===== src/hdl/assert_macros.svh =====
// Assertion macros shared by the steering core RTL.
// Define NO_ASSERTIONS to compile them out; no other dependencies.
`ifndef ASSERT_MACROS_SVH
`define ASSERT_MACROS_SVH
`ifndef NO_ASSERTIONS
`define ASSERT_IMPLY(label, clk, rst_n, cond, prop, msg) \
    label: assert property (@(posedge clk) disable iff (!rst_n) (cond) |-> (prop)) \
        else $error(msg);
`define ASSERT_NEXT(label, clk, rst_n, cond, prop, msg) \
    label: assert property (@(posedge clk) disable iff (!rst_n) (cond) |=> (prop)) \
        else $error(msg);
`else
`define ASSERT_IMPLY(label, clk, rst_n, cond, prop, msg)
`define ASSERT_NEXT(label, clk, rst_n, cond, prop, msg)
`endif
`endif


===== src/hdl/eos_pkg.sv =====
// Shared types, register indexes and command constants of the steering core.
// No dependencies.
package eos_pkg;

    localparam int unsigned VALUE_W   = 16;
    localparam int unsigned INDEX_W   = 3;
    localparam int unsigned SPEED_W   = 17;
    localparam int unsigned RATE_W    = 21;
    localparam int unsigned LED_W     = 2;

    localparam logic [INDEX_W-1:0] REG_OBSTACLE_MARGIN      = 3'd0;
    localparam logic [INDEX_W-1:0] REG_SIDE_OBSTACLE_MARGIN = 3'd1;
    localparam logic [INDEX_W-1:0] REG_GROUND_MARGIN        = 3'd2;
    localparam logic [INDEX_W-1:0] REG_OFFSET_SIDE_LEFT     = 3'd3;
    localparam logic [INDEX_W-1:0] REG_OFFSET_CENTER_LEFT   = 3'd4;
    localparam logic [INDEX_W-1:0] REG_OFFSET_CENTER_RIGHT  = 3'd5;
    localparam logic [INDEX_W-1:0] REG_OFFSET_SIDE_RIGHT    = 3'd6;

    localparam logic [LED_W-1:0] LED_GREEN     = 2'd0;
    localparam logic [LED_W-1:0] LED_BLUE      = 2'd1;
    localparam logic [LED_W-1:0] LED_RED       = 2'd2;
    localparam logic [LED_W-1:0] LED_UNCHANGED = 2'd3;

    localparam logic [SPEED_W-1:0]       SPEED_CRUISE = 17'd100000;
    localparam logic [SPEED_W-1:0]       SPEED_ZERO   = 17'd0;
    localparam logic signed [RATE_W-1:0] TURN_RATE    = 21'sd600000;
    localparam logic signed [RATE_W-1:0] RATE_ZERO    = 21'sd0;

    typedef struct packed {
        logic [VALUE_W-1:0] obstacle_margin;
        logic [VALUE_W-1:0] side_obstacle_margin;
        logic [VALUE_W-1:0] ground_margin;
        logic [VALUE_W-1:0] offset_side_left;
        logic [VALUE_W-1:0] offset_center_left;
        logic [VALUE_W-1:0] offset_center_right;
        logic [VALUE_W-1:0] offset_side_right;
    } cfg_t;

    typedef struct packed {
        logic [VALUE_W-1:0] side_left_raw;
        logic [VALUE_W-1:0] center_left_raw;
        logic [VALUE_W-1:0] center_right_raw;
        logic [VALUE_W-1:0] side_right_raw;
        logic               read_failed;
    } sample_t;

    typedef struct packed {
        logic                      motor_command_sent;
        logic [SPEED_W-1:0]        speed_command;
        logic signed [RATE_W-1:0]  turn_rate_command;
        logic [LED_W-1:0]          led_side_left;
        logic [LED_W-1:0]          led_center_left;
        logic [LED_W-1:0]          led_center_right;
        logic [LED_W-1:0]          led_side_right;
        logic                      halted_flag;
    } result_t;

endpackage


===== src/hdl/eos_cfg_regs.sv =====
// Configuration register file of the steering core: margins and sensor offsets.
// Depends on eos_pkg.
module eos_cfg_regs
(
    input  logic                         clk,
    input  logic                         rst_n,
    input  logic                         cfg_we,
    input  logic [eos_pkg::INDEX_W-1:0]  cfg_index,
    input  logic [eos_pkg::VALUE_W-1:0]  cfg_data,
    output eos_pkg::cfg_t                cfg
);

    eos_pkg::cfg_t cfg_reg;
    eos_pkg::cfg_t cfg_next;

    always_comb
    begin
        cfg_next = cfg_reg;
        if (cfg_we)
        begin
            unique case (cfg_index)
                eos_pkg::REG_OBSTACLE_MARGIN:      cfg_next.obstacle_margin      = cfg_data;
                eos_pkg::REG_SIDE_OBSTACLE_MARGIN: cfg_next.side_obstacle_margin = cfg_data;
                eos_pkg::REG_GROUND_MARGIN:        cfg_next.ground_margin        = cfg_data;
                eos_pkg::REG_OFFSET_SIDE_LEFT:     cfg_next.offset_side_left     = cfg_data;
                eos_pkg::REG_OFFSET_CENTER_LEFT:   cfg_next.offset_center_left   = cfg_data;
                eos_pkg::REG_OFFSET_CENTER_RIGHT:  cfg_next.offset_center_right  = cfg_data;
                eos_pkg::REG_OFFSET_SIDE_RIGHT:    cfg_next.offset_side_right    = cfg_data;
                default:                           cfg_next = cfg_reg;
            endcase
        end
    end

    always_ff @(posedge clk or negedge rst_n)
    begin
        if (!rst_n)
        begin
            cfg_reg.obstacle_margin      <= 16'd100;
            cfg_reg.side_obstacle_margin <= 16'd7500;
            cfg_reg.ground_margin        <= 16'd30;
            cfg_reg.offset_side_left     <= 16'd2486;
            cfg_reg.offset_center_left   <= 16'd2502;
            cfg_reg.offset_center_right  <= 16'd2472;
            cfg_reg.offset_side_right    <= 16'd2442;
        end
        else
        begin
            cfg_reg <= cfg_next;
        end
    end

    assign cfg = cfg_reg;

endmodule


===== src/hdl/eos_steer.sv =====
// Sensor evaluation, LED classification and turn state of the steering core.
// Depends on eos_pkg; the turn state advances once per transaction on fire.
module eos_steer
(
    input  logic             clk,
    input  logic             rst_n,
    input  logic             fire,
    input  eos_pkg::cfg_t    cfg,
    input  eos_pkg::sample_t sample,
    output eos_pkg::result_t result
);

    typedef enum logic [1:0]
    {
        MODE_STRAIGHT,
        MODE_LEFT,
        MODE_RIGHT
    } mode_t;

    typedef logic [eos_pkg::VALUE_W-1:0] value_t;

    mode_t mode_reg;
    mode_t mode_next;
    logic  stopped_reg;
    logic  stopped_next;

    value_t osl, ocl, ocr, osr;
    value_t gsl, gcl, gcr, gsr;
    value_t side;
    logic   edge_seen;
    logic   obstacle_seen;

    function automatic value_t above(input value_t raw, input value_t off);
        logic [eos_pkg::VALUE_W:0] diff;
        diff = {1'b0, raw} - {1'b0, off};
        return diff[eos_pkg::VALUE_W] ? '0 : diff[eos_pkg::VALUE_W-1:0];
    endfunction

    function automatic logic [eos_pkg::LED_W-1:0] color(input value_t ob, input value_t gr,
                                                        input value_t om, input value_t gm);
        logic [eos_pkg::LED_W-1:0] c;
        if (gr > gm)
            c = eos_pkg::LED_RED;
        else if (ob > om)
            c = eos_pkg::LED_BLUE;
        else
            c = eos_pkg::LED_GREEN;
        return c;
    endfunction

    always_comb
    begin
        osl = above(sample.side_left_raw, cfg.offset_side_left);
        ocl = above(sample.center_left_raw, cfg.offset_center_left);
        ocr = above(sample.center_right_raw, cfg.offset_center_right);
        osr = above(sample.side_right_raw, cfg.offset_side_right);
        gsl = above(cfg.offset_side_left, sample.side_left_raw);
        gcl = above(cfg.offset_center_left, sample.center_left_raw);
        gcr = above(cfg.offset_center_right, sample.center_right_raw);
        gsr = above(cfg.offset_side_right, sample.side_right_raw);
        side = (osl > osr) ? osl : osr;
        edge_seen = (gcl > cfg.ground_margin) || (gcr > cfg.ground_margin);
        obstacle_seen = (ocl > cfg.obstacle_margin) || (ocr > cfg.obstacle_margin)
                        || (side > cfg.side_obstacle_margin);
    end

    always_comb
    begin
        mode_next    = mode_reg;
        stopped_next = stopped_reg;

        result.motor_command_sent = 1'b0;
        result.speed_command      = eos_pkg::SPEED_ZERO;
        result.turn_rate_command  = eos_pkg::RATE_ZERO;
        result.led_side_left      = color(osl, gsl, cfg.obstacle_margin, cfg.ground_margin);
        result.led_center_left    = color(ocl, gcl, cfg.obstacle_margin, cfg.ground_margin);
        result.led_center_right   = color(ocr, gcr, cfg.obstacle_margin, cfg.ground_margin);
        result.led_side_right     = color(osr, gsr, cfg.obstacle_margin, cfg.ground_margin);
        result.halted_flag        = 1'b0;

        if (stopped_reg || sample.read_failed)
        begin
            result.motor_command_sent = !stopped_reg;
            result.led_side_left      = eos_pkg::LED_UNCHANGED;
            result.led_center_left    = eos_pkg::LED_UNCHANGED;
            result.led_center_right   = eos_pkg::LED_UNCHANGED;
            result.led_side_right     = eos_pkg::LED_UNCHANGED;
            result.halted_flag        = 1'b1;
            stopped_next              = 1'b1;
        end
        else if (edge_seen || obstacle_seen)
        begin
            if (mode_reg == MODE_STRAIGHT)
            begin
                result.motor_command_sent = 1'b1;
                if (edge_seen ? (gcl < gcr) : ((ocl < ocr) && (gcl == '0)))
                begin
                    mode_next                = MODE_LEFT;
                    result.turn_rate_command = eos_pkg::TURN_RATE;
                end
                else
                begin
                    mode_next                = MODE_RIGHT;
                    result.turn_rate_command = -eos_pkg::TURN_RATE;
                end
            end
        end
        else
        begin
            mode_next                 = MODE_STRAIGHT;
            result.motor_command_sent = 1'b1;
            result.speed_command      = eos_pkg::SPEED_CRUISE;
        end
    end

    always_ff @(posedge clk or negedge rst_n)
    begin
        if (!rst_n)
        begin
            mode_reg    <= MODE_STRAIGHT;
            stopped_reg <= 1'b0;
        end
        else if (fire)
        begin
            mode_reg    <= mode_next;
            stopped_reg <= stopped_next;
        end
    end

endmodule


===== src/hdl/edge_obstacle_steering_core.sv =====
// Edge and obstacle steering core: sample register, steering logic, result register.
// Depends on eos_pkg, eos_cfg_regs, eos_steer and assert_macros.svh.
//
// Use: present one front sensor reading on the sample channel (sample_valid high,
// four raw readings and read_failed); it is taken at a clock edge with sample_stall
// low. Each transaction yields exactly one result on the result channel, taken at
// an edge where result_valid is high and result_stall is low.
// Datapath: a taken sample moves through the sample register and then the result register.
// Throughput: one transaction per cycle while results are not stalled, set by the single
// compare stage between the sample register and the result register; the turn state
// updates as a sample moves into the result register, so the next sample sees it at once.
// Stall: while result_stall holds a waiting result, one more sample is held in the
// sample register; after that sample_stall rises until the result is taken.
// Reset: clears both registers' valid flags, the turn state to straight, the halt
// flag, and the configuration registers to their reset margins and offsets.
// Configuration: write cfg_data to register cfg_index with cfg_we, only while idle.
// After a read failure every later result reports halted with no command.
`include "assert_macros.svh"

module edge_obstacle_steering_core
(
    input  logic                                  clk,
    input  logic                                  rst_n,
    input  logic                                  cfg_we,
    input  logic [eos_pkg::INDEX_W-1:0]           cfg_index,
    input  logic [eos_pkg::VALUE_W-1:0]           cfg_data,
    input  logic                                  sample_valid,
    output logic                                  sample_stall,
    input  logic [eos_pkg::VALUE_W-1:0]           side_left_raw,
    input  logic [eos_pkg::VALUE_W-1:0]           center_left_raw,
    input  logic [eos_pkg::VALUE_W-1:0]           center_right_raw,
    input  logic [eos_pkg::VALUE_W-1:0]           side_right_raw,
    input  logic                                  read_failed,
    output logic                                  result_valid,
    input  logic                                  result_stall,
    output logic                                  motor_command_sent,
    output logic [eos_pkg::SPEED_W-1:0]           speed_command,
    output logic signed [eos_pkg::RATE_W-1:0]     turn_rate_command,
    output logic [eos_pkg::LED_W-1:0]             led_side_left,
    output logic [eos_pkg::LED_W-1:0]             led_center_left,
    output logic [eos_pkg::LED_W-1:0]             led_center_right,
    output logic [eos_pkg::LED_W-1:0]             led_side_right,
    output logic                                  halted_flag
);

    eos_pkg::cfg_t    cfg;
    eos_pkg::sample_t sample_reg;
    eos_pkg::result_t result_reg;
    eos_pkg::result_t result_next;
    logic             sample_valid_reg;
    logic             sample_valid_next;
    logic             result_valid_reg;
    logic             result_valid_next;
    logic             advance;
    logic             take;
    logic             fire;

    eos_cfg_regs u_cfg
    (
        .clk       (clk),
        .rst_n     (rst_n),
        .cfg_we    (cfg_we),
        .cfg_index (cfg_index),
        .cfg_data  (cfg_data),
        .cfg       (cfg)
    );

    eos_steer u_steer
    (
        .clk    (clk),
        .rst_n  (rst_n),
        .fire   (fire),
        .cfg    (cfg),
        .sample (sample_reg),
        .result (result_next)
    );

    assign advance      = !result_valid_reg || !result_stall;
    assign sample_stall = sample_valid_reg && !advance;
    assign take         = sample_valid && !sample_stall;
    assign fire         = sample_valid_reg && advance;

    always_comb
    begin
        sample_valid_next = sample_valid_reg;
        if (take)
            sample_valid_next = 1'b1;
        else if (advance)
            sample_valid_next = 1'b0;
        result_valid_next = advance ? sample_valid_reg : result_valid_reg;
    end

    always_ff @(posedge clk or negedge rst_n)
    begin
        if (!rst_n)
        begin
            sample_valid_reg <= 1'b0;
            result_valid_reg <= 1'b0;
        end
        else
        begin
            sample_valid_reg <= sample_valid_next;
            result_valid_reg <= result_valid_next;
        end
    end

    // hold payload while stalled
    always_ff @(posedge clk)
    begin
        if (take)
        begin
            sample_reg.side_left_raw    <= side_left_raw;
            sample_reg.center_left_raw  <= center_left_raw;
            sample_reg.center_right_raw <= center_right_raw;
            sample_reg.side_right_raw   <= side_right_raw;
            sample_reg.read_failed      <= read_failed;
        end
        if (fire)
            result_reg <= result_next;
    end

    assign result_valid       = result_valid_reg;
    assign motor_command_sent = result_reg.motor_command_sent;
    assign speed_command      = result_reg.speed_command;
    assign turn_rate_command  = result_reg.turn_rate_command;
    assign led_side_left      = result_reg.led_side_left;
    assign led_center_left    = result_reg.led_center_left;
    assign led_center_right   = result_reg.led_center_right;
    assign led_side_right     = result_reg.led_side_right;
    assign halted_flag        = result_reg.halted_flag;

    `ASSERT_IMPLY(a_idle_cmd_zero, clk, rst_n, result_valid && !motor_command_sent, (speed_command == '0) && (turn_rate_command == '0), "no command but nonzero speed or rate")
    `ASSERT_IMPLY(a_halt_zero, clk, rst_n, result_valid && halted_flag, (speed_command == '0) && (turn_rate_command == '0) && (led_side_left == eos_pkg::LED_UNCHANGED), "halted result carries a command")
    `ASSERT_IMPLY(a_cruise_straight, clk, rst_n, result_valid && (speed_command != '0), turn_rate_command == '0, "cruise with turn rate")
    `ASSERT_NEXT(a_halt_sticky, clk, rst_n, result_valid && !result_stall && halted_flag, !result_valid || halted_flag, "halt not kept")

endmodule


===== config.mk =====
export PLATFORM = sky130hd
export DESIGN_NAME = edge_obstacle_steering_core
export DESIGN_NICKNAME = d
export VERILOG_FILES = /design/src/hdl/eos_pkg.sv /design/src/hdl/eos_cfg_regs.sv /design/src/hdl/eos_steer.sv /design/src/hdl/edge_obstacle_steering_core.sv
export VERILOG_INCLUDE_DIRS = /design/src /design/src/hdl
export SDC_FILE = /design/constraint.sdc
export NUM_CORES = 1
export LEC_CHECK = 0
export ABC_AREA = 1
export BUFFER_PORTS_ARGS = -buffer_cell sky130_fd_sc_hd__buf_2
export CAP_MARGIN = 20
export CORE_ASPECT_RATIO = 0.7
export CORE_MARGIN = 2
export CORE_UTILIZATION = 29
export DETAILED_ROUTE_END_ITERATION = 10
export PLACE_DENSITY_LB_ADDON = 0.12
export SLEW_MARGIN = 0
export SYNTH_ARGS = -nofsm -noshare
export SYNTH_HDL_FRONTEND = slang
export SYNTH_SLANG_ARGS = --single-unit

===== constraint.sdc =====
create_clock -name clk -period 14.2 [get_ports clk]
set_input_delay 0 -clock clk [delete_from_list [all_inputs] [get_ports clk]]
set_output_delay 0 -clock clk [all_outputs]
set_load 0.05 [all_outputs]

### Yosys cells after proc, flatten, opt, wreduce, memory -nomap -nowiden

Index checks and enable logic that the tools add are counted.
Widths: inputs -> output; s select.

* flip-flop bits (word level): 230
* bits in latches: 0
* bits in writable memories: 0
* memory bits (read-only): 0
* bits of input ports: 89
* output and inout port bits: 50
* word-level logic and storage cells: 120
* memories: 0

* add/subtract/negate cells: 8
* multipliers: 0
* div/mod/pow operators: 0
* magnitude comparators: 12
* eq/ne operators: 7
* shift-type cells: 0
* mux-type cells: 29
* bitwise gates (word level): 3
* reductions and logical operators: 33

Operators with widths (count)
* $gt 16x16->1: 10
* $mux 16: 9
* $sub 16x16->17: 8
* $lt 16x16->1: 2
* $mux 21: 1
* $mux 17: 1
* $logic_not 16->1: 1
* $reduce_and 2->1: 8
* $mux 1: 15
* $eq 3x3->1 const B: 3
* $reduce_or 2->1: 4
* $eq 3x2->1 const B: 2
* $logic_or 1x1->1: 6
* $mux 2: 3
* $logic_not 1->1: 5
* $logic_and 1x1->1: 4
* $eq 3x1->1 const B: 1
* $logic_not 3->1: 1
* $not 1->1: 3
* $reduce_and 3->1: 1
* $reduce_or 3->1: 1
* $logic_not 2->1: 1
* $ne 2x2->1 const B: 1
* $reduce_bool 2->1: 1

### Longest topological paths before layout

Gate-level depths: netlist (run 1).

* word-level depth: 9
* depth in mapped cells: 41
* gate-level depth less buffers: 40

### Hierarchy

From an unflattened synthesis (run 1), not the netlist that was laid out.

* cell total of the unflattened synthesis: 2688
* area total of the unflattened synthesis: 20130.6 µm²

By module, submodules not included
* eos_steer: times used 1, cells an instance 2069, area each 12229.2 µm², seq. area each 75.1 µm²
* eos_cfg_regs: times used 1, cells an instance 494, area each 4413.0 µm², seq. area each 2849.0 µm²
* edge_obstacle_steering_core: times used 1, cells an instance 125, area each 3488.3 µm², seq. area each 3443.3 µm²

### Worst setup path before layout (run 1)

No wires, ideal clock.

* path kind: register -> register
* start: reg u_cfg.cfg_reg (netlist bit u_cfg.cfg[59])
* end: reg u_steer.mode_reg[1]
* setup time: 117 ps
* data arrival time: 4515 ps
* required time: 14083 ps
* path slack: 9567 ps
* cell stages (with the launch flop): 36
* buffers on the path: 2
* period minus slack after synthesis: 4633 ps
* path through: dfstp_2 inv_1 ha_1 buf_2 nand2_1 inv_1 a21boi_1 o221a_2 nand2_2 inv_2 nor3b_1 ha_1 a21oi_1 o21a_1 o221ai_1 nand2_1 o2111ai_1 nand2_1 inv_1 clkbuf_1 nand2_1 o21ai_0 ha_1 a21oi_1 o21a_1 nor2_1 o21ai_0 nand2_1 nand2_1 nand3_1 nor2_1 nand2_1 nand2_1 nand2_1 nand2_1 nand2_1

* word-level cells in the longest chain between the ends: 9
* elaborated cells on any way between the ends: 10
* classes of those cells: add/sub: 1; order compare: 2; eq/ne: 1; mux: 3; reduce/logical: 3

RTL lines
* from (decl): RTL line eos_cfg_regs.sv:13 `eos_pkg::cfg_t cfg_reg;`
* from (signal assigned): RTL line eos_cfg_regs.sv:48 `cfg_reg <= cfg_next;`
* $sub 16x16->17 *: RTL line eos_steer.sv:35 `diff = {1'b0, raw} - {1'b0, off};`
* $mux 16 *: RTL line eos_steer.sv:36 `return diff[eos_pkg::VALUE_W] ? '0 : diff[eos_pkg::VALUE_W-1:0];`
* $gt 16x16->1: RTL line eos_steer.sv:61 `side = (osl > osr) ? osl : osr;`
* $mux 16 *: RTL line eos_steer.sv:61
* $gt 16x16->1 *: RTL line eos_steer.sv:64 `|| (side > cfg.side_obstacle_margin);`
* $logic_or 1x1->1 *: RTL line eos_steer.sv:64
* $logic_or 1x1->1 *: RTL line eos_steer.sv:91 `else if (edge_seen || obstacle_seen)`
* $ne 2x2->1 (no source line)
* $reduce_and 3->1 (no source line)
* to (signal assigned): RTL line eos_steer.sv:125 `mode_reg <= mode_next;`
* to (decl): RTL line eos_steer.sv:22 `mode_t mode_reg;`

Every way passes the cells marked *; elsewhere a longest branch is shown, timed or not.
A chain may end at the register's enable or synchronous reset.

### Worst setup path after layout (run 1)

* start: reg u_cfg.cfg_reg (netlist bit u_cfg.cfg[50])
* end: reg u_steer.mode_reg[1]

Same word-level chain as after synthesis.

==> results.sh, run 1 <==
export IMPL_cts_htree_levels=4
export IMPL_hold_viol_final=0
export IMPL_path_max_fanout=30
export IMPL_synthesis_instances=2548
export IMPL_pin_count=139
export IMPL_drt_wl_total_um=65900
export IMPL_worst_r2r_endpoint="u_steer.mode_reg[1]"
export IMPL_synth_top_cells_by_area="sky130_fd_sc_hd__ha_1 21%, sky130_fd_sc_hd__edfxtp_1 13%, sky130_fd_sc_hd__dfrtp_1 11%"
export IMPL_rsz_0062_raised_after_global_routing="no"
export IMPL_drc=0
export IMPL_hold_depth=3
export IMPL_cp_end_kind="flop"
export IMPL_finalHoldWorstSlack_ns=0.0307
export IMPL_critical_path_reg2reg_startpoint="u_cfg.cfg[50]"
export IMPL_area_growth_syn_to_layout_pct=13.9
export IMPL_place_ws_ns=7.91
export IMPL_startpoint_type="flop"
export IMPL_die_h_um=217
export IMPL_number_of_synthesized_register_bits=196
export IMPL_netlist_area_um2=18800
export IMPL_fp_dieArea_um2=67000
export IMPL_power_per_cell_area_nw_per_um2=155
export IMPL_final_min_period_over_clock_period_pct=44.9
export IMPL_detail_route_wl_per_cell_um=18.4
export IMPL_final_area_um2=21400
export IMPL_die_width_um=308
export IMPL_synth_cell_types=60
export IMPL_status="completed"
export IMPL_drtAntennaViolNets=0
export IMPL_max_slew_worst_pin_slew_ns=1.04
export IMPL_grt_max_degree=59
export IMPL_setup_slack_ns=7.82
export IMPL_num_fill_cells=6972
export IMPL_share_of_cells_above_drive_strength_1_pct=9.69
export IMPL_grt_total_usage_pct=20.0
export IMPL_dp_hpwl_um=52600
export IMPL_slowest_delay_ns=0.56
export IMPL_cts_repair_timing_setup_buffer_count=0
export IMPL_timing_setup_tns_ns=0
export IMPL_via_count_of_the_first_global_routing_pass=16500
export IMPL_synth_ff_type="sky130_fd_sc_hd__dfrtp_1"
export IMPL_worst_endpoint_required_ns=14.60
export IMPL_timing_hold_worst_endpoint="u_cfg.cfg[50]"
export IMPL_power_leakage_nw=10.8
export IMPL_critPathMostFrequentCell="sky130_fd_sc_hd__nand2_1"
export IMPL_postSynth_asyncResetShare_pct=59.7
export IMPL_initial_utilization_pct=29.2
export IMPL_critical_path_slowest_cell="sky130_fd_sc_hd__inv_1"
export IMPL_gp_congestion=0.872
export IMPL_place_port_buffers=121
export IMPL_firstDrtPassIters=5
export IMPL_clock_root_buffer="sky130_fd_sc_hd__clkbuf_16"
export IMPL_clkSinkCount=196
export IMPL_largest_reg_flops=112
export IMPL_hp_class="in2reg"
export IMPL_critical_path_class="reg2reg"
export IMPL_worst_r2r_setup_slack_ns=7.82
export IMPL_place_area_um2=20100
export IMPL_cts_reportedPaths_clkPinSlew_ns=0.08
export IMPL_nets_finish=3107
export IMPL_drt_iter0_drc=1281
export IMPL_fin_skew_ns=0.0144
export IMPL_timing_final_setup_violations=0
export IMPL_post_synth_cell_area_avg_um2=7.38
export IMPL_final_common_cell="sky130_fd_sc_hd__nand2_1"
export IMPL_stdcell_count=3587
export IMPL_crit_arrival_ns=6.78
export IMPL_time_the_worst_path_needs_with_i_o_delays_and_setup_ns=6.38
export IMPL_portion_of_synthesized_cell_area_occupied_by_the_leading_cell_type_pct=21.1
export IMPL_timing_reg2reg_worst_path_depth=30
export IMPL_synth_seq_area_share_pct=28.4
export IMPL_numPlacedInstances=3484
export IMPL_synthesis_yosys_warnings=0
export IMPL_post_detailed_route_via_to_cell_ratio=4.74
export IMPL_timing_final_max_slew_violations=0
export IMPL_hold_start="cfg_index[1]"
export IMPL_max_freq_mhz=157
export IMPL_grt_first_pass_wirelength_um=99300
export IMPL_timing_slew_headroom_pct=29.8
export IMPL_num_rows=78
export IMPL_clk_latency_ns=0.52
export IMPL_num_vias=17000
export IMPL_cts_buffers_inserted=17
export IMPL_core_region_um2=64500
export IMPL_multiInputGateArea_um2=11400
export IMPL_edff_count_synth=79
export IMPL_synth_largest_area_cell="sky130_fd_sc_hd__ha_1"
export IMPL_regArea_um2=5350
export IMPL_cts_path_max_buffers=2
export IMPL_gr_total_overflow=0
export IMPL_final_cell_mix="531 x sky130_fd_sc_hd__nand2_1, 417 x sky130_fd_sc_hd__inv_1, 318 x sky130_fd_sc_hd__ha_1, 229 x sky130_fd_sc_hd__nor2_1, 228 x sky130_fd_sc_hd__a21oi_1"
export IMPL_tritoncts_clock_tree="done"
export IMPL_antenna_found_initial=11
export IMPL_max_cap_viol_count=0
export IMPL_max_vdd_ir_drop_v=0.000103
[Yosys cell counts (5+ instances only)]
library cell                instances
sky130_fd_sc_hd__ha_1             318
sky130_fd_sc_hd__o21ai_0          223
sky130_fd_sc_hd__o21ai_1            6
sky130_fd_sc_hd__nand2_1          531
sky130_fd_sc_hd__fa_1               8
sky130_fd_sc_hd__o211ai_1          14
sky130_fd_sc_hd__a21oi_2            6
sky130_fd_sc_hd__nand4_1           16
sky130_fd_sc_hd__buf_2             16
sky130_fd_sc_hd__o21a_1            11
sky130_fd_sc_hd__inv_1            418
sky130_fd_sc_hd__dfrtp_1           80
sky130_fd_sc_hd__o21bai_1           5
sky130_fd_sc_hd__a31oi_1            7
sky130_fd_sc_hd__o221ai_1           5
sky130_fd_sc_hd__buf_4             34
sky130_fd_sc_hd__edfxtp_1          79
sky130_fd_sc_hd__o221a_2            5
sky130_fd_sc_hd__xor2_1            42
sky130_fd_sc_hd__dfstp_2           37
sky130_fd_sc_hd__nand2_2           22
sky130_fd_sc_hd__clkbuf_2           7
sky130_fd_sc_hd__nor3_1            31
sky130_fd_sc_hd__clkbuf_1          26
sky130_fd_sc_hd__a21oi_1          228
sky130_fd_sc_hd__o2111ai_1          7
sky130_fd_sc_hd__a21o_1             9
sky130_fd_sc_hd__nor2_1           229
sky130_fd_sc_hd__inv_2              9
sky130_fd_sc_hd__a211oi_1           8
sky130_fd_sc_hd__nand3_1           55
[power breakdown]
| group | total (W) | internal, W | switching, W |
|---|---|---|---|
| clock | 0.000520 | 0.000246 | 0.000275 |
| sequential | 0.000760 | 0.000699 | 0.0000614 |
| combinational | 0.00205 | 0.000677 | 0.00137 |
[cell type report]
cell class / instances / share of cell area (%)
Inverter: 429 / 7.52
Sequential cell: 196 / 24.9
Tap cell: 880 / 5.14
Multi-Input combinational cell: 1852 / 53.2
Clock buffer: 18 / 2.10
Clock inverter: 14 / 0.718
Timing Repair Buffer: 196 / 6.31
Antenna cell: 2 / 0.0234
[metal layers]
layer	vias up	wire, um	GRT usage [%]
li1	8560	-	-
met2	402	27500	30.3
met4	0	1050	4.26
met1	7998	33600	29.6
met5	-	0	0
met3	58	3760	3.49
[logic make-up (layout without fill, tap and decap cells)]
kind of cell	count (synthesis)	after routing	synth area share [%]
AOI/OAI and AO/OA	555	555	16.4
other	1	19	0.0199
xor gates and xnor gates	44	44	2.05
adders and majority gates	326	326	22.0
buffers and inverters	516	657	11.2
DFF	196	196	28.4
and+or+nand+nor	910	910	19.8
[worst max path at each step]
| stage | start | end | slack [ns] | cells past startpoint |
|---|---|---|---|---|
| after floorplan | u_cfg.cfg[59] | u_steer.mode_reg[1] | 9.57 | 35 |
| after CTS | u_cfg.cfg[50] | u_steer.mode_reg[1] | 7.86 | 30 |
| after global placement | u_cfg.cfg[50] | u_steer.mode_reg[1] | 8.01 | 30 |
| after detailed placement | u_cfg.cfg[50] | u_steer.mode_reg[1] | 7.91 | 30 |
| final | u_cfg.cfg[50] | u_steer.mode_reg[1] | 7.82 | 30 |
| after global routing | u_cfg.cfg[50] | u_steer.mode_reg[1] | 7.04 | 30 |
[worst max-delay path: cells and delay by family (launching register included)]
family,cells,cell delay (ns)
AND/OR/NAND/NOR,15,1.78
AO/OA/AOI/OAI,10,2.34
flip-flops,1,0.54
buffers and inverters,2,0.60
adder cells (fa/ha/maj),3,0.99
[metrics by stage]
stage	power [W]	util [%]
global placement	0.00275	31.2
finish	0.00333	33.2
global route	0.00367	33.2
floorplan	0.00221	-
CTS	0.00334	33.2
detailed placement	0.00278	31.2
[repair_timing]
| item | in CTS | in global routing |
|---|---|---|
| hold endpoints to repair | 111 | 0 |
| endpoints found under the setup margin | 0 | 0 |
| gates resized for setup | 0 | 0 |
| hold buffers | 69 | 0 |
Power figures use the tool's default switching activity.
==> run 2, diff against run 1 <==
--- a/config.mk
+++ b/config.mk
@@ -6,7 +6,7 @@
 export SDC_FILE = /design/constraint.sdc
 export NUM_CORES = 1
 export LEC_CHECK = 0
-export ABC_AREA = 1
+export ABC_AREA = 0
 export BUFFER_PORTS_ARGS = -buffer_cell sky130_fd_sc_hd__buf_2
 export CAP_MARGIN = 20
 export CORE_ASPECT_RATIO = 0.7
==> constraint.sdc (replaced) <==
create_clock -name clk -period 6.3 [get_ports clk]
set_input_delay 0 -clock clk [delete_from_list [all_inputs] [get_ports clk]]
set_output_delay 0 -clock clk [all_outputs]
set_load 0.05 [all_outputs]
==> run 2 against run 1 <==
Against the previous run: non-clock buffer count grew 131; global-route usage shrank 0.68 points; core utilization is 2.2 points higher; final cell count is 11% lower; worst setup slack got worse by 7.8 ns; synthesized cell count decreased by 18%; power is 140% higher; via count fell by 8.3%; area after synthesis down 2.0%; clock skew is 0.0011 ns higher; die area fell by 1.9%; largest cell class unchanged.
==> results.sh, run 2 <==
export IMPL_drc=0
export IMPL_place_area_um2=20400
export IMPL_drt_iter0_drc=1070
export IMPL_post_detailed_route_via_to_cell_ratio=4.87
export IMPL_synthesis_instances=2102
export IMPL_synth_largest_area_cell="sky130_fd_sc_hd__ha_1"
export IMPL_tritoncts_clock_tree="done"
export IMPL_drt_wl_total_um=63600
export IMPL_critical_path_class="reg2reg"
export IMPL_max_slew_worst_pin_slew_ns=1.04
export IMPL_time_the_worst_path_needs_with_i_o_delays_and_setup_ns=6.27
export IMPL_portion_of_synthesized_cell_area_occupied_by_the_leading_cell_type_pct=21.6
export IMPL_timing_slew_headroom_pct=30.9
export IMPL_hp_class="in2async"
export IMPL_area_growth_syn_to_layout_pct=21.0
export IMPL_grt_total_usage_pct=19.3
export IMPL_fp_dieArea_um2=65700
export IMPL_final_common_cell="sky130_fd_sc_hd__ha_1"
export IMPL_final_min_period_over_clock_period_pct=99.6
export IMPL_synthesis_yosys_warnings=0
export IMPL_cts_htree_levels=4
export IMPL_finalHoldWorstSlack_ns=0.0300
export IMPL_synth_most_common_cell="sky130_fd_sc_hd__ha_1"
export IMPL_share_of_cells_above_drive_strength_1_pct=19.5
export IMPL_cts_reportedPaths_clkPinSlew_ns=0.08
export IMPL_pin_count=139
export IMPL_postSynth_asyncResetShare_pct=59.7
export IMPL_clkSinkCount=196
export IMPL_synth_top_cells_by_area="sky130_fd_sc_hd__ha_1 22%, sky130_fd_sc_hd__edfxtp_1 13%, sky130_fd_sc_hd__dfrtp_1 11%"
export IMPL_synth_ff_type="sky130_fd_sc_hd__dfrtp_1"
export IMPL_hold_viol_final=0
export IMPL_crit_arrival_ns=6.64
export IMPL_max_cap_viol_count=0
export IMPL_place_port_buffers=121
export IMPL_fin_skew_ns=0.0155
export IMPL_number_of_synthesized_register_bits=196
export IMPL_nets_finish=2774
export IMPL_final_cell_mix="310 x sky130_fd_sc_hd__ha_1, 257 x sky130_fd_sc_hd__inv_1, 165 x sky130_fd_sc_hd__nand2_1, 131 x sky130_fd_sc_hd__a21oi_1, 122 x sky130_fd_sc_hd__o21ai_0"
export IMPL_cp_buffers_inverters=5
export IMPL_status="completed"
export IMPL_critical_path_slowest_cell="sky130_fd_sc_hd__edfxtp_1"
export IMPL_detail_route_wl_per_cell_um=19.9
export IMPL_grt_first_pass_wirelength_um=95300
export IMPL_final_area_um2=22300
export IMPL_antenna_cells_inserted=0
export IMPL_gp_congestion=0.892
export IMPL_initial_utilization_pct=29.3
export IMPL_timing_final_max_slew_violations=0
export IMPL_rsz_0062_raised_after_global_routing="yes"
export IMPL_cpLargestDelayFamily="compound AO/OA/AOI/OAI gates"
export IMPL_synth_cell_types=84
export IMPL_clock_root_buffer="sky130_fd_sc_hd__clkbuf_16"
export IMPL_antenna_found_initial=5
export IMPL_via_count_of_the_first_global_routing_pass=15500
export IMPL_path_max_fanout=8
export IMPL_startpoint_type="flop"
export IMPL_cts_path_max_buffers=2
export IMPL_netlist_area_um2=18400
export IMPL_timing_final_setup_violations=0
export IMPL_largest_reg_flops=112
export IMPL_synth_seq_area_share_pct=29.0
export IMPL_cts_buffers_inserted=17
export IMPL_slowest_delay_ns=0.39
export IMPL_dp_hpwl_um=49300
export IMPL_num_rows=77
export IMPL_max_freq_mhz=159
export IMPL_clk_latency_ns=0.48
export IMPL_post_synth_cell_area_avg_um2=8.77
export IMPL_num_vias=15600
export IMPL_worst_endpoint_required_ns=6.67
export IMPL_synth_top_cells_by_count="318 x sky130_fd_sc_hd__ha_1, 258 x sky130_fd_sc_hd__inv_1, 169 x sky130_fd_sc_hd__nand2_1"
export IMPL_grt_max_degree=66
export IMPL_gr_total_overflow=0
export IMPL_die_h_um=215
export IMPL_die_width_um=305
export IMPL_firstDrtPassIters=7
export IMPL_core_region_um2=63000
export IMPL_drtAntennaViolNets=0
export IMPL_power_leakage_nw=10.7
export IMPL_power_per_cell_area_nw_per_um2=363
export IMPL_edff_count_synth=79
export IMPL_cp_end_kind="flop"
export IMPL_max_vdd_ir_drop_v=0.000208
[run 2: changes by cell type in the layout (fill, tap and decap cells not counted), sizes merged, moves of 22 or more]
| cell | before | now |
|---|---|---|
| nand2 | 556 | 169 |
| o21ai | 233 | 151 |
| buf | 127 | 243 |
| nor2b | 0 | 35 |
| inv | 434 | 266 |
| xnor2 | 2 | 52 |
| mux2 | 0 | 57 |
| a21o | 9 | 91 |
| nor2 | 233 | 104 |
| nand2b | 0 | 26 |
| nand4 | 16 | 38 |
| and2 | 0 | 31 |
| a21oi | 235 | 139 |
[run 2: logic make-up (layout without fill, tap and decap cells)]
logic type	after synthesis	after routing	share of synthesized area (%)
buffers and inverters	363	617	8.22
AOI/OAI and AO/OA	520	520	17.8
adders and majority gates	326	326	22.4
muxes	59	59	3.59
other	1	17	0.0203
DFF	196	196	29.0
and+or+nand+nor	549	549	14.7
xor gates and xnor gates	88	88	4.18
[run 2: layer usage]
metal	global-route usage, %	part of all wire, %	vias to the layer above
li1	-	-	7782
met1	27.8	50	7462
met2	30.4	44	301
met3	2.73	3.7	59
met4	4.86	2.2	0
met5	0	0	-
[run 2: power by group]
part	internal, W	leakage, nW	switching (W)	total, W
logic	0.00224	8.39	0.00306	0.00531
registers	0.00156	2.09	0.000113	0.00167
clock network	0.000526	0.272	0.000598	0.00112
total	0.00433	10.7	0.00377	0.00810
[run 2: worst paths after layout]
kind	startpoint	to	slack, ns	cells after the start
max in group asynchronous	rst_n	u_cfg.cfg[2]	4.53	4
worst min-delay path	rst_n	u_cfg.cfg[41]	0.03	2
worst min register to register	sample_valid_reg	result_valid	0.48	1
worst max-delay path	sample_reg[1]	u_steer.mode_reg[1]	0.03	32
worst max register to register	sample_reg[1]	u_steer.mode_reg[1]	0.03	32
min in group clk	cfg_data[9]	u_cfg.cfg[105]	0.06	3
[run 2: area by class of cell]
type	count	area (um2)
fill	6534	40700
multi-input combinational	1559	12000
sequential	196	5350
timing repair buffer	327	2400
tap	829	1040
inverter	258	968
clock buffer	18	429
clock inverter	14	138
[run 2: per-stage QoR]
stage | instances | setup TNS [ns] | util [%] | setup slack [ns] | total power (W)
5_1_grt | 3201 | -1.22 | 35.4 | -0.256 | 0.00879
3_5_place_dp | 3072 | -3.29 | 32.5 | -0.564 | 0.00658
4_1_cts | 3190 | 0 | 34.9 | 0.00602 | 0.00790
3_3_place_gp | 3072 | -2.47 | 32.5 | -0.452 | 0.00648
6_report | 3201 | 0 | 35.4 | 0.0283 | 0.00810
2_1_floorplan | 2118 | 0 | - | 0.00401 | 0.00497
[run 2: what timing repair did]
action	CTS	global route
resized for setup	27	59
hold buffers	84	0
cloned	0	1
pin swaps	9	36
endpoints found under the setup margin	7	7
hold endpoints to repair	139	0
setup buffers	2	8
==> run 3, diff against run 2 <==
--- a/config.mk
+++ b/config.mk
@@ -9,7 +9,6 @@
 export ABC_AREA = 0
 export BUFFER_PORTS_ARGS = -buffer_cell sky130_fd_sc_hd__buf_2
 export CAP_MARGIN = 20
-export CORE_ASPECT_RATIO = 0.7
 export CORE_MARGIN = 2
 export CORE_UTILIZATION = 29
 export DETAILED_ROUTE_END_ITERATION = 10
==> run 3 against run 2 <==
Against the previous run: critical path depth increased by 3; die area about the same; sequential share of layout area increased by 0.16 points; non-clock buffer count decreased by 7; via count decreased by 0.82%; first-iteration DRC count decreased by 29%; power decreased by 2.1%; count of clock-buffer cells in the layout decreased by 1; design area decreased by 0.65%; critical endpoint is now u_steer.mode_reg[0]; final cell count increased by 0.37%; hold slack improved by 0.020 ns; combinational power decreased by 3%; critical path type unchanged.
==> results.sh, run 3 (synthesized netlist as in run 2, its figures left out) <==
export IMPL_status="completed"
export IMPL_core_region_um2=63000
export IMPL_share_of_cells_above_drive_strength_1_pct=18.5
export IMPL_regArea_um2=5350
export IMPL_clk_latency_ns=0.50
export IMPL_path_max_fanout=23
export IMPL_startpoint_type="flop"
export IMPL_firstDrtPassIters=5
export IMPL_timing_final_max_slew_violations=0
export IMPL_grt_first_pass_wirelength_um=95500
export IMPL_drt_wl_total_um=63600
export IMPL_die_h_um=256
export IMPL_multiInputGateArea_um2=11900
export IMPL_drt_iter0_drc=757
export IMPL_worst_endpoint_required_ns=6.73
export IMPL_cts_path_max_buffers=2
export IMPL_time_the_worst_path_needs_with_i_o_delays_and_setup_ns=6.22
export IMPL_cp_end_kind="flop"
export IMPL_cts_reportedPaths_clkPinSlew_ns=0.09
export IMPL_cts_buffers_inserted=17
export IMPL_grt_max_degree=66
export IMPL_timing_setup_tns_ns=0
export IMPL_tritoncts_clock_tree="done"
export IMPL_num_rows=92
export IMPL_num_vias=15500
export IMPL_fp_dieArea_um2=65600
export IMPL_critical_path_reg2reg_startpoint="sample_reg[49]"
export IMPL_critical_path_class="reg2reg"
export IMPL_clock_root_buffer="sky130_fd_sc_hd__clkbuf_16"
export IMPL_timing_slew_headroom_pct=31.4
export IMPL_max_slew_worst_pin_slew_ns=1.03
export IMPL_hp_class="in2reg"
export IMPL_detail_route_wl_per_cell_um=19.8
export IMPL_final_min_period_over_clock_period_pct=98.7
export IMPL_timing_reg2reg_worst_path_depth=35
export IMPL_initial_utilization_pct=29.3
export IMPL_nets_finish=2767
export IMPL_gr_total_overflow=0
export IMPL_largest_reg_flops=112
export IMPL_worst_r2r_setup_slack_ns=0.08
export IMPL_timing_final_setup_violations=0
export IMPL_stdcell_count=3213
export IMPL_max_freq_mhz=161
export IMPL_drc=0
export IMPL_setup_slack_ns=0.0809
export IMPL_power_per_cell_area_nw_per_um2=358
export IMPL_worstSetupStartpoint="sample_reg[49]"
export IMPL_slowest_delay_ns=0.42
export IMPL_fin_skew_ns=0.0129
export IMPL_final_cell_mix="313 x sky130_fd_sc_hd__ha_1, 258 x sky130_fd_sc_hd__inv_1, 166 x sky130_fd_sc_hd__nand2_1, 133 x sky130_fd_sc_hd__a21oi_1, 123 x sky130_fd_sc_hd__o21ai_0"
export IMPL_rsz_0062_raised_after_global_routing="yes"
export IMPL_worst_r2r_endpoint="u_steer.mode_reg[0]"
export IMPL_final_common_cell="sky130_fd_sc_hd__ha_1"
export IMPL_pin_count=139
export IMPL_post_detailed_route_via_to_cell_ratio=4.82
export IMPL_antenna_found_initial=6
export IMPL_max_cap_viol_count=0
export IMPL_gp_congestion=0.882
export IMPL_numPlacedInstances=3084
export IMPL_place_port_buffers=121
export IMPL_grt_total_usage_pct=19.5
export IMPL_crit_arrival_ns=6.65
export IMPL_critical_path_slowest_cell="sky130_fd_sc_hd__edfxtp_1"
export IMPL_power_leakage_nw=10.7
export IMPL_cts_htree_levels=4
export IMPL_clkSinkCount=196
export IMPL_place_ws_ns=-0.325
export IMPL_die_width_um=256
export IMPL_dp_hpwl_um=50300
export IMPL_max_vdd_ir_drop_v=0.000210
export IMPL_hold_viol_final=0
export IMPL_num_fill_cells=6547
export IMPL_drtAntennaViolNets=0
export IMPL_critPathCapture="u_steer.mode_reg[0]"
export IMPL_critPathMostFrequentCell="sky130_fd_sc_hd__buf_4"
export IMPL_area_growth_syn_to_layout_pct=20.2
export IMPL_via_count_of_the_first_global_routing_pass=15800
run 3: cell types whose count changed in the layout (fill, tap and decap cells not counted), sizes merged:
cell,before,now
inv,266,265
clkbuf,18,17
buf,243,236
diode,0,2
clkinvlp,2,1
clkinv,4,7
run 3: per-layer routing:
metal  part of all wire (%)  global-route usage, %  up-vias  wire length [um]
met1                     46                   25.0     7343             29300
met3                    3.4                   2.78       61              2170
met4                    2.3                   6.12        0              1480
li1                       -                      -     7765                 -
met5                      0                      0        -                 0
met2                     48                   33.8      307             30700
run 3: what timing repair did:
| item | CTS | global route |
|---|---|---|
| setup buffers | 4 | 7 |
| cloned | 0 | 0 |
| gates resized for setup | 11 | 48 |
| hold endpoints to repair | 168 | 0 |
| endpoints found under the setup margin | 6 | 7 |
| hold buffers | 84 | 0 |
| pin swaps | 10 | 26 |
run 3: per-stage QoR:
stage	total power [W]	area, um2	utilization [%]	hold slack, ns
2_1_floorplan	0.00497	18500	-	-0.296
3_3_place_gp	0.00650	20400	32.5	0.0831
3_5_place_dp	0.00657	20500	32.5	0.0861
4_1_cts	0.00782	21900	34.8	0.0153
5_1_grt	0.00865	22200	35.2	0.0460
6_report	0.00793	22200	35.2	0.0503
run 3: cell type report:
type	count	area share, %
clock inverters	15	0.553
flip-flops and latches	196	24.1
clock buffers	17	1.92
well taps	846	4.77
inverters	258	4.37
repair buffers	320	10.6
diodes	2	0.0226
multi-input cells	1559	53.7
run 3: report_power, final:
| part | switching (W) | leakage, nW | internal [W] | total, W |
|---|---|---|---|---|
| registers | 0.000114 | 2.09 | 0.00156 | 0.00167 |
| clock network | 0.000580 | 0.271 | 0.000516 | 0.00110 |
| logic | 0.00297 | 8.31 | 0.00220 | 0.00517 |
run 3: how the worst min path moves through the flow:
stage	end	depth (start not counted)	startpoint	slack, ns
floorplan	result_valid	0	rst_n	-0.30
global placement	u_cfg.cfg[6]	1	rst_n	0.08
detailed placement	u_cfg.cfg[6]	1	rst_n	0.09
CTS	u_cfg.cfg[73]	3	cfg_data[9]	0.02
global route	u_cfg.cfg[89]	3	cfg_data[9]	0.05
finish	u_cfg.cfg[73]	3	cfg_data[9]	0.05
run 3: critical path, delay by kind of cell, from the launching register on:
kind	cells	cell delay [ns]
adder cells (fa/ha/maj)	4	1.00
XOR/XNOR	1	0.17
buffers and inverters	9	1.09
AND/OR/NAND/NOR	7	0.97
AO/OA/AOI/OAI	14	2.46
flip-flops	1	0.42
